## src/hw/rtl/qtl_pkg.sv

```systemverilog
// shared types, codes and byte classifiers for the query text lexer
package qtl_pkg;

  // default depth of the queue between front and back
  localparam int unsigned QueueDepthDefault = 4;

  // token kinds as seen on the result port
  localparam logic [2:0] KIND_SYM   = 3'd0;
  localparam logic [2:0] KIND_STR   = 3'd1;
  localparam logic [2:0] KIND_NUM   = 3'd2;
  localparam logic [2:0] KIND_IDENT = 3'd3;
  localparam logic [2:0] KIND_END   = 3'd4;

  // lexer modes
  localparam logic [2:0] MODE_IDLE  = 3'd0;
  localparam logic [2:0] MODE_NUM   = 3'd1;
  localparam logic [2:0] MODE_IDENT = 3'd2;
  localparam logic [2:0] MODE_STR   = 3'd3;
  localparam logic [2:0] MODE_PEND  = 3'd4;

  // character codes
  localparam logic [7:0] CH_SEMI   = 8'h3B;
  localparam logic [7:0] CH_EQ     = 8'h3D;
  localparam logic [7:0] CH_LT     = 8'h3C;
  localparam logic [7:0] CH_GT     = 8'h3E;
  localparam logic [7:0] CH_BANG   = 8'h21;
  localparam logic [7:0] CH_LPAR   = 8'h28;
  localparam logic [7:0] CH_RPAR   = 8'h29;
  localparam logic [7:0] CH_COMMA  = 8'h2C;
  localparam logic [7:0] CH_STAR   = 8'h2A;
  localparam logic [7:0] CH_QUOTE  = 8'h27;
  localparam logic [7:0] CH_UNDER  = 8'h5F;
  localparam logic [7:0] CH_DOT    = 8'h2E;
  localparam logic [7:0] CH_BSLASH = 8'h5C;
  localparam logic [7:0] CH_SPACE  = 8'h20;

  // one result word
  typedef struct packed {
    logic [2:0] kind;
    logic [7:0] text_byte;
    logic       has_byte;
    logic       token_done;
  } res_t;

  // one queue entry: the one or two results of an input word
  typedef struct packed {
    logic two;
    res_t r0;
    res_t r1;
  } entry_t;

  // queue head as seen by the back part
  typedef struct packed {
    logic   valid;
    entry_t entry;
  } head_t;

  // outcome of lexing one byte from idle
  typedef struct packed {
    logic       v;
    res_t       r;
    logic [2:0] mode;
    logic [7:0] held;
  } idle_t;

  function automatic res_t mk_res(logic [2:0] kind, logic [7:0] b, logic has, logic done);
    res_t r;
    r.kind       = kind;
    r.text_byte  = has ? b : 8'h00;
    r.has_byte   = has;
    r.token_done = done;
    return r;
  endfunction

  function automatic logic is_digit(logic [7:0] c);
    return (c >= 8'h30) && (c <= 8'h39);
  endfunction

  function automatic logic is_alpha(logic [7:0] c);
    return ((c >= 8'h41) && (c <= 8'h5A)) || ((c >= 8'h61) && (c <= 8'h7A));
  endfunction

  function automatic logic is_space(logic [7:0] c);
    return (c == CH_SPACE) || ((c >= 8'h09) && (c <= 8'h0D));
  endfunction

  function automatic logic ident_start(logic [7:0] c);
    return is_alpha(c) || (c == CH_UNDER) || (c == CH_DOT) || (c == CH_BSLASH);
  endfunction

  // lex one byte starting from idle
  function automatic idle_t lex_idle(logic [7:0] c);
    idle_t o;
    o.v    = 1'b0;
    o.r    = mk_res(KIND_SYM, 8'h00, 1'b0, 1'b0);
    o.mode = MODE_IDLE;
    o.held = 8'h00;
    if (is_space(c)) begin
      o.v = 1'b0;
    end else if ((c == CH_SEMI) || (c == CH_EQ) || (c == CH_LPAR) || (c == CH_RPAR) ||
                 (c == CH_COMMA) || (c == CH_STAR)) begin
      o.v = 1'b1;
      o.r = mk_res(KIND_SYM, c, 1'b1, 1'b1);
    end else if (c == CH_QUOTE) begin
      o.mode = MODE_STR;
    end else if ((c == CH_LT) || (c == CH_GT) || (c == CH_BANG)) begin
      o.mode = MODE_PEND;
      o.held = c;
    end else if (is_digit(c)) begin
      o.v    = 1'b1;
      o.r    = mk_res(KIND_NUM, c, 1'b1, 1'b0);
      o.mode = MODE_NUM;
    end else if (ident_start(c)) begin
      o.v    = 1'b1;
      o.r    = mk_res(KIND_IDENT, c, 1'b1, 1'b0);
      o.mode = MODE_IDENT;
    end
    return o;
  endfunction

endpackage

```

## src/hw/rtl/qtl_front.sv

```systemverilog
// front part: lexer state and classification of each accepted byte
module qtl_front import qtl_pkg::*; (
  input  logic       clk_i,
  input  logic       rst_ni,
  input  logic [7:0] ch_i,
  input  logic       finish_i,
  input  logic       push,
  input  logic       full,
  output logic       wr_en_o,
  output entry_t     wr_entry_o
);

  logic [2:0] mode_q, mode_d;
  logic [7:0] held_q, held_d;
  logic       accept;
  idle_t      idle;
  logic       a_v, b_v;
  res_t       a_r, b_r;
  logic       held_sym;
  logic       joined;

  assign accept   = push && !full;
  assign idle     = lex_idle(ch_i);
  assign held_sym = (held_q == CH_LT) || (held_q == CH_GT);
  assign joined   = ((held_q == CH_LT) && ((ch_i == CH_EQ) || (ch_i == CH_GT))) ||
                    (((held_q == CH_GT) || (held_q == CH_BANG)) && (ch_i == CH_EQ));

  // next state and up to two results for this word
  always_comb begin
    a_v    = 1'b0;
    b_v    = 1'b0;
    a_r    = mk_res(KIND_SYM, 8'h00, 1'b0, 1'b0);
    b_r    = mk_res(KIND_SYM, 8'h00, 1'b0, 1'b0);
    mode_d = mode_q;
    held_d = held_q;
    if (finish_i) begin
      unique case (mode_q)
        MODE_NUM: begin
          a_v = 1'b1;
          a_r = mk_res(KIND_NUM, 8'h00, 1'b0, 1'b1);
        end
        MODE_IDENT: begin
          a_v = 1'b1;
          a_r = mk_res(KIND_IDENT, 8'h00, 1'b0, 1'b1);
        end
        MODE_STR: begin
          a_v = 1'b1;
          a_r = mk_res(KIND_STR, 8'h00, 1'b0, 1'b1);
        end
        MODE_PEND: begin
          a_v = held_sym;
          a_r = mk_res(KIND_SYM, held_q, 1'b1, 1'b1);
        end
        default: begin
          a_v = 1'b0;
        end
      endcase
      b_v    = 1'b1;
      b_r    = mk_res(KIND_END, 8'h00, 1'b0, 1'b1);
      mode_d = MODE_IDLE;
      held_d = 8'h00;
    end else begin
      unique case (mode_q)
        MODE_NUM: begin
          if (is_digit(ch_i)) begin
            a_v = 1'b1;
            a_r = mk_res(KIND_NUM, ch_i, 1'b1, 1'b0);
          end else begin
            a_v    = 1'b1;
            a_r    = mk_res(KIND_NUM, 8'h00, 1'b0, 1'b1);
            b_v    = idle.v;
            b_r    = idle.r;
            mode_d = idle.mode;
            held_d = idle.held;
          end
        end
        MODE_IDENT: begin
          if (ident_start(ch_i) || is_digit(ch_i)) begin
            a_v = 1'b1;
            a_r = mk_res(KIND_IDENT, ch_i, 1'b1, 1'b0);
          end else begin
            a_v    = 1'b1;
            a_r    = mk_res(KIND_IDENT, 8'h00, 1'b0, 1'b1);
            b_v    = idle.v;
            b_r    = idle.r;
            mode_d = idle.mode;
            held_d = idle.held;
          end
        end
        MODE_STR: begin
          a_v = 1'b1;
          if (ch_i == CH_QUOTE) begin
            a_r    = mk_res(KIND_STR, 8'h00, 1'b0, 1'b1);
            mode_d = MODE_IDLE;
          end else begin
            a_r = mk_res(KIND_STR, ch_i, 1'b1, 1'b0);
          end
        end
        MODE_PEND: begin
          if (joined) begin
            a_v    = 1'b1;
            a_r    = mk_res(KIND_SYM, held_q, 1'b1, 1'b0);
            b_v    = 1'b1;
            b_r    = mk_res(KIND_SYM, ch_i, 1'b1, 1'b1);
            mode_d = MODE_IDLE;
            held_d = 8'h00;
          end else begin
            // lone < or > becomes a symbol, lone ! is dropped
            a_v    = held_sym;
            a_r    = mk_res(KIND_SYM, held_q, 1'b1, 1'b1);
            b_v    = idle.v;
            b_r    = idle.r;
            mode_d = idle.mode;
            held_d = idle.held;
          end
        end
        default: begin
          b_v    = idle.v;
          b_r    = idle.r;
          mode_d = idle.mode;
          held_d = idle.held;
        end
      endcase
    end
  end

  // pack results into a queue entry
  always_comb begin
    wr_entry_o.two = a_v && b_v;
    wr_entry_o.r0  = a_v ? a_r : b_r;
    wr_entry_o.r1  = b_r;
  end

  assign wr_en_o = accept && (a_v || b_v);

  // lexer state
  always_ff @(posedge clk_i or negedge rst_ni) begin
    if (!rst_ni) begin
      mode_q <= MODE_IDLE;
      held_q <= 8'h00;
    end else if (accept) begin
      mode_q <= mode_d;
      held_q <= held_d;
    end
  end

endmodule

```

## src/hw/rtl/qtl_fifo.sv

```systemverilog
// short queue of result entries between front and back
module qtl_fifo import qtl_pkg::*; #(
  parameter int unsigned Depth = QueueDepthDefault
) (
  input  logic   clk_i,
  input  logic   rst_ni,
  input  logic   wr_en_i,
  input  entry_t wr_entry_i,
  input  logic   rd_en_i,
  output head_t  head_o,
  output logic   full_o
);

  localparam int unsigned PtrW = (Depth > 1) ? $clog2(Depth) : 1;
  localparam int unsigned CntW = $clog2(Depth + 1);
  localparam logic [PtrW-1:0] LastIdx = PtrW'(Depth - 1);
  localparam logic [CntW-1:0] CntFull = CntW'(Depth);

  entry_t          mem_q [Depth];
  logic [PtrW-1:0] wr_ptr_q, rd_ptr_q;
  logic [CntW-1:0] cnt_q;
  logic            do_wr, do_rd;

  assign full_o       = (cnt_q == CntFull);
  assign head_o.valid = (cnt_q != '0);
  assign head_o.entry = mem_q[rd_ptr_q];
  assign do_wr        = wr_en_i && !full_o;
  assign do_rd        = rd_en_i && head_o.valid;

  // storage
  always_ff @(posedge clk_i) begin
    if (do_wr) begin
      mem_q[wr_ptr_q] <= wr_entry_i;
    end
  end

  // pointers and fill count
  always_ff @(posedge clk_i or negedge rst_ni) begin
    if (!rst_ni) begin
      wr_ptr_q <= '0;
      rd_ptr_q <= '0;
      cnt_q    <= '0;
    end else begin
      if (do_wr) begin
        wr_ptr_q <= (wr_ptr_q == LastIdx) ? '0 : wr_ptr_q + 1'b1;
      end
      if (do_rd) begin
        rd_ptr_q <= (rd_ptr_q == LastIdx) ? '0 : rd_ptr_q + 1'b1;
      end
      if (do_wr && !do_rd) begin
        cnt_q <= cnt_q + 1'b1;
      end else if (do_rd && !do_wr) begin
        cnt_q <= cnt_q - 1'b1;
      end
    end
  end

endmodule

```

## src/hw/rtl/qtl_back.sv

```systemverilog
// back part: splits queue entries into single result words
module qtl_back import qtl_pkg::*; (
  input  logic       clk_i,
  input  logic       rst_ni,
  input  head_t      head_i,
  output logic       rd_en_o,
  input  logic       pop,
  output logic       empty,
  output logic [2:0] kind_o,
  output logic [7:0] text_byte_o,
  output logic       has_byte_o,
  output logic       token_done_o,
  output logic       last_o
);

  logic out_valid_q, out_valid_d;
  res_t out_res_q;
  logic out_last_q;
  logic sub_q, sub_d;
  logic take, load, cur_last;
  res_t cur;

  assign take     = pop && out_valid_q;
  assign load     = head_i.valid && (!out_valid_q || take);
  assign cur      = sub_q ? head_i.entry.r1 : head_i.entry.r0;
  assign cur_last = !head_i.entry.two || sub_q;
  assign rd_en_o  = load && cur_last;

  // output register and sub-word select
  always_comb begin
    out_valid_d = out_valid_q;
    sub_d       = sub_q;
    if (load) begin
      out_valid_d = 1'b1;
      sub_d       = !cur_last;
    end else if (take) begin
      out_valid_d = 1'b0;
    end
  end

  always_ff @(posedge clk_i or negedge rst_ni) begin
    if (!rst_ni) begin
      out_valid_q <= 1'b0;
      sub_q       <= 1'b0;
    end else begin
      out_valid_q <= out_valid_d;
      sub_q       <= sub_d;
    end
  end

  always_ff @(posedge clk_i) begin
    if (load) begin
      out_res_q  <= cur;
      out_last_q <= cur_last;
    end
  end

  assign empty        = !out_valid_q;
  assign kind_o       = out_res_q.kind;
  assign text_byte_o  = out_res_q.text_byte;
  assign has_byte_o   = out_res_q.has_byte;
  assign token_done_o = out_res_q.token_done;
  assign last_o       = out_last_q;

endmodule

```

## src/hw/rtl/query_text_lexer.sv

```systemverilog
// top level of the streaming query text lexer
// The lexer takes one text byte (or a finish mark) per cycle whenever full is
// low, and turns the text into a token stream: each result word carries a
// token kind, one byte of token text, a token end flag and a flag for the last
// word caused by an input word. An input word gives zero, one or two result
// words; while pop is high, the result port delivers one word per cycle, so a
// run of inputs that each give two words drains at half a byte per cycle. A
// queue of QueueDepth entries between the lexer front and the result
// serializer absorbs such bursts and result-side stalls; full rises only when
// that queue is full. An accepted byte passes through the queue storage and
// then the output register before it reaches the result port.
module query_text_lexer import qtl_pkg::*; #(
  parameter int unsigned QueueDepth = QueueDepthDefault
) (
  input  logic       clk_i,
  input  logic       rst_ni,
  input  logic [7:0] ch_i,
  input  logic       finish_i,
  input  logic       push,
  output logic       full,
  output logic [2:0] kind_o,
  output logic [7:0] text_byte_o,
  output logic       has_byte_o,
  output logic       token_done_o,
  output logic       last_o,
  output logic       empty,
  input  logic       pop
);

  logic   wr_en, rd_en;
  entry_t wr_entry;
  head_t  head;

  // lexer front
  qtl_front u_front (
    .clk_i      (clk_i),
    .rst_ni     (rst_ni),
    .ch_i       (ch_i),
    .finish_i   (finish_i),
    .push       (push),
    .full       (full),
    .wr_en_o    (wr_en),
    .wr_entry_o (wr_entry)
  );

  // entry queue
  qtl_fifo #(
    .Depth (QueueDepth)
  ) u_fifo (
    .clk_i      (clk_i),
    .rst_ni     (rst_ni),
    .wr_en_i    (wr_en),
    .wr_entry_i (wr_entry),
    .rd_en_i    (rd_en),
    .head_o     (head),
    .full_o     (full)
  );

  // result serializer
  qtl_back u_back (
    .clk_i        (clk_i),
    .rst_ni       (rst_ni),
    .head_i       (head),
    .rd_en_o      (rd_en),
    .pop          (pop),
    .empty        (empty),
    .kind_o       (kind_o),
    .text_byte_o  (text_byte_o),
    .has_byte_o   (has_byte_o),
    .token_done_o (token_done_o),
    .last_o       (last_o)
  );

endmodule

```

## config.mk

```make
export PLATFORM = sky130hd
export DESIGN_NAME = query_text_lexer
export DESIGN_NICKNAME = d
export VERILOG_FILES = /design/src/hw/rtl/qtl_pkg.sv /design/src/hw/rtl/qtl_front.sv /design/src/hw/rtl/qtl_fifo.sv /design/src/hw/rtl/qtl_back.sv /design/src/hw/rtl/query_text_lexer.sv
export SDC_FILE = /design/constraint.sdc
export NUM_CORES = 1
export LEC_CHECK = 0
export CORE_ASPECT_RATIO = 0.7
export CORE_MARGIN = 2
export CORE_UTILIZATION = 35
export DETAILED_ROUTE_END_ITERATION = 8
export DONT_BUFFER_PORTS = 1
export GPL_ROUTABILITY_DRIVEN = 0
export PLACE_DENSITY_LB_ADDON = 0.25
export REMOVE_ABC_BUFFERS = 1
export SYNTH_ARGS = -nofsm -noshare
export SYNTH_HDL_FRONTEND = slang
export SYNTH_HIERARCHICAL = 1
export SYNTH_SLANG_ARGS = --single-unit
```

## constraint.sdc

```tcl
create_clock -name clk_i -period 5.7 [get_ports clk_i]
set_input_delay 1.14 -clock clk_i [delete_from_list [all_inputs] [get_ports clk_i]]
set_output_delay 1.14 -clock clk_i [all_outputs]
set_load 0.005 [all_outputs]
```

==> out/results.ini <==
[sta]
final.setup_skew_ns=0.00869
rsz0062_at_grt=false
post-route-period-util_pct=73.4
fmax_mhz=239
hold_viol=0
relSlewSlack_pct=30.8
tns_ns=0
setup_viol=0
finalCriticalPeriod_ns=4.18
worst_slew_pin_slew_ns=1.04
drv_slew=0
setup_ws_ns=1.52

[worst_setup_path]
cp-end-kind=flop
max_stage_delay_ns=0.48
critPathTopFamily=compound AO/OA/AOI/OAI gates
path_cells=or3_1, o31ai_1, a311o_2, a31oi_1, a21o_1, a21oi_1, nor2b_1, ha_1, inv_1, fa_1, xor2_1, nor2_1, xor2_1
critPathKind=input pin to flop
cpMaxStageDelayCell=nor2b_1
crit_buf_inv=1
cp_max_fo=12
crit_top_cell=xor2_1
arrival_ns=4.52
worstPathRequired_ns=6.04
crit_path_start_kind=input pin

[cells_and_area]
diodes=0
drive_gt1_share_pct=22.7
synthToLayoutAreaGrowth_pct=12.1
finalNonFillerCells=651
final_cell_area_sq_um=7230
nets=422

[synthesis]
syn_area_sq_um=6450
ys_ff_latch=142
synthFlopType=edfxtp_1
syn_avg_cell_area_sq_um=16.1
synth.distinct_cells=65
synth_most_common_cell=edfxtp_1
yosys-top-cells-area=edfxtp_1 57%, mux4_2 9.1%, dfrtp_1 7.8%
yosysWarnings=6
netlist_instances=401
seq_area_frac_synth_pct=64.6
yosys.area.top_type=edfxtp_1
synth_edf_count=122
synthTopCellsByCount=122 x edfxtp_1, 26 x mux4_2, 20 x dfrtp_1, 20 x nor2_1, 17 x inv_1
synth_top_area_share_pct=56.8
synthArstFlopShare_pct=14.1

[drt]
drc_errors=0
drt_iter0_markers=408
wl_per_cell_um=20.3
dr.pass1.iters=5
dr_total_vias=3473
ant_nets=0
routed_wl_mm=13.2
vias_per_cell=5.33

[placed_design]
numPortBuffers=0
place_area_sq_um=6620
pre_cts_ws_ns=1.16
place_hpwl_mm=8.40
dp_cells=619

[run]
maxCapViolCount=0

[global_routing]
grt-ovfl-total=0
antenna_found_initial=0
grt_pass1_wl_mm=21.1
grt_usage_pct=14.3
grt_pass1_vias=3551
grt_max_degree=31

[floorplan]
floorplan.initialDensity_pct=35.7
dieWidth_um=166
die_area_sq_um=19500
boundaryPins=29
die_h_um=118
coreArea_sq_um=18100
fp-row-count=41

[pwr]
power_density_nw_per_um2=481
leakagePower_uw=0.00250
peakVddDrop_uv=177

[run_status]
status=complete, no violations

[hold_path]
hold_class=input pin to async pin

[cts]
cts-root-buf=clkbuf_16
cts.sinks=142
clock_path_buffers=2
clkTransAtPathRegs_ns=0.06
cts_buffers=17
cts_resized=0
hold_buffers=0
clk_latency_ns=0.42
h-tree-depth=4
cts_setup_buffers=0
cts_tree=yes

[power by group]
group	internal [uW]	switching, uW
logic	429	343
clock network	696	450
registers	1390	168
total	2520	962
[routing by layer]
metal  GRT usage, %  share of wire [%]
met1           21.1                 49
met2           20.6                 44
met3           2.93                5.3
met4           6.20                2.4
met5              0                  0
[final timing paths]
kind | start | to | slack (ns) | cells past startpoint
max | ch_i[2] | u_fifo/cnt_q[2] | 1.52 | 13
min | rst_ni | u_fifo/cnt_q[1] | 0.41 | 0
max reg2reg | u_front/mode_q[1] | u_fifo/cnt_q[2] | 1.91 | 12
min reg2reg | u_fifo/cnt_q[2] | u_fifo/cnt_q[2] | 0.50 | 1
max in group asynchronous | rst_ni | u_fifo/rd_ptr_q[0] | 5.21 | 0
min in group clk_i | u_fifo/cnt_q[2] | u_fifo/cnt_q[2] | 0.50 | 1
[flip-flops by register name, indices dropped and copies added (netlist names)]
| name | cells |
|---|---|
| u_fifo/mem_q | 108 |
| u_back/text_byte_o | 8 |
| u_front/held_q | 8 |
| u_back/kind_o | 3 |
| u_fifo/cnt_q | 3 |
| u_front/mode_q | 3 |
| u_fifo/rd_ptr_q | 2 |
| u_fifo/wr_ptr_q | 2 |
| u_back/has_byte_o | 1 |
| u_back/last_o | 1 |
| u_back/out_valid_q | 1 |
| u_back/sub_q | 1 |
| u_back/token_done_o | 1 |
[final cells by class]
type                       instances  area [sq um]
sequential                       142          4170
inverter                          17          63.8
timing repair buffer               5          50.0
clock buffer                      17           425
tap                              236           295
multi-input combinational        219          2050
fill                            1658         10800
clock inverter                    15           181
[cell families (layout without fill, tap and decap cells)]
| logic type | Yosys count | after routing | synth area share, % |
|---|---|---|---|
| buffers and inverters | 40 | 54 | 3.69 |
| AND/OR/NAND/NOR | 107 | 107 | 9.49 |
| multiplexers | 53 | 53 | 14.6 |
| XOR/XNOR | 5 | 5 | 0.679 |
| other | 1 | 1 | 0.0582 |
| adder cells (fa/ha/maj) | 7 | 7 | 1.47 |
| flip-flops | 142 | 142 | 64.6 |
| AO/OA/AOI/OAI | 46 | 46 | 5.45 |
[placed cells by master (no fill, tap or decap), drive strengths merged, types with 4 or more instances in the layout]
master	Yosys	final
mux2i	4	4
nor2b	6	6
nand4	6	6
nand2	16	16
and2	10	10
clkinv	0	4
edfxtp	122	122
mux2	22	22
clkbuf	7	17
nor2	21	21
nor3b	4	4
nand2b	8	8
buf	16	5
ha	6	6
mux4	27	27
nand3	4	4
nor3	10	10
and3	4	4
inv	17	24
or3	4	4
o21ai	14	14
dfrtp	20	20
a211oi	5	5
[worst register-to-register path, cell delays in order (launching register included)]
cell       delay (ns)
dfrtp_1          0.46
or3b_4           0.46
a2111oi_4        0.53
nor2_2           0.14
a21o_1           0.31
a21oi_1          0.17
nor2b_1          0.48
ha_1             0.28
inv_1            0.06
fa_1             0.37
xor2_1           0.16
nor2_1           0.11
xor2_1           0.17
[through the flow]
step / total power [uW] / hold WS, ns / utilization (%)
floorplan: 2140 / 0.454 / -
global placement: 2370 / 0.475 / 36.7
detailed placement: 2380 / 0.484 / 36.7
CTS: 3540 / 0.401 / 40.0
global route: 3660 / 0.396 / 40.0
finish: 3480 / 0.411 / 40.0
Note: power is estimated with default switching activity, not from simulation.
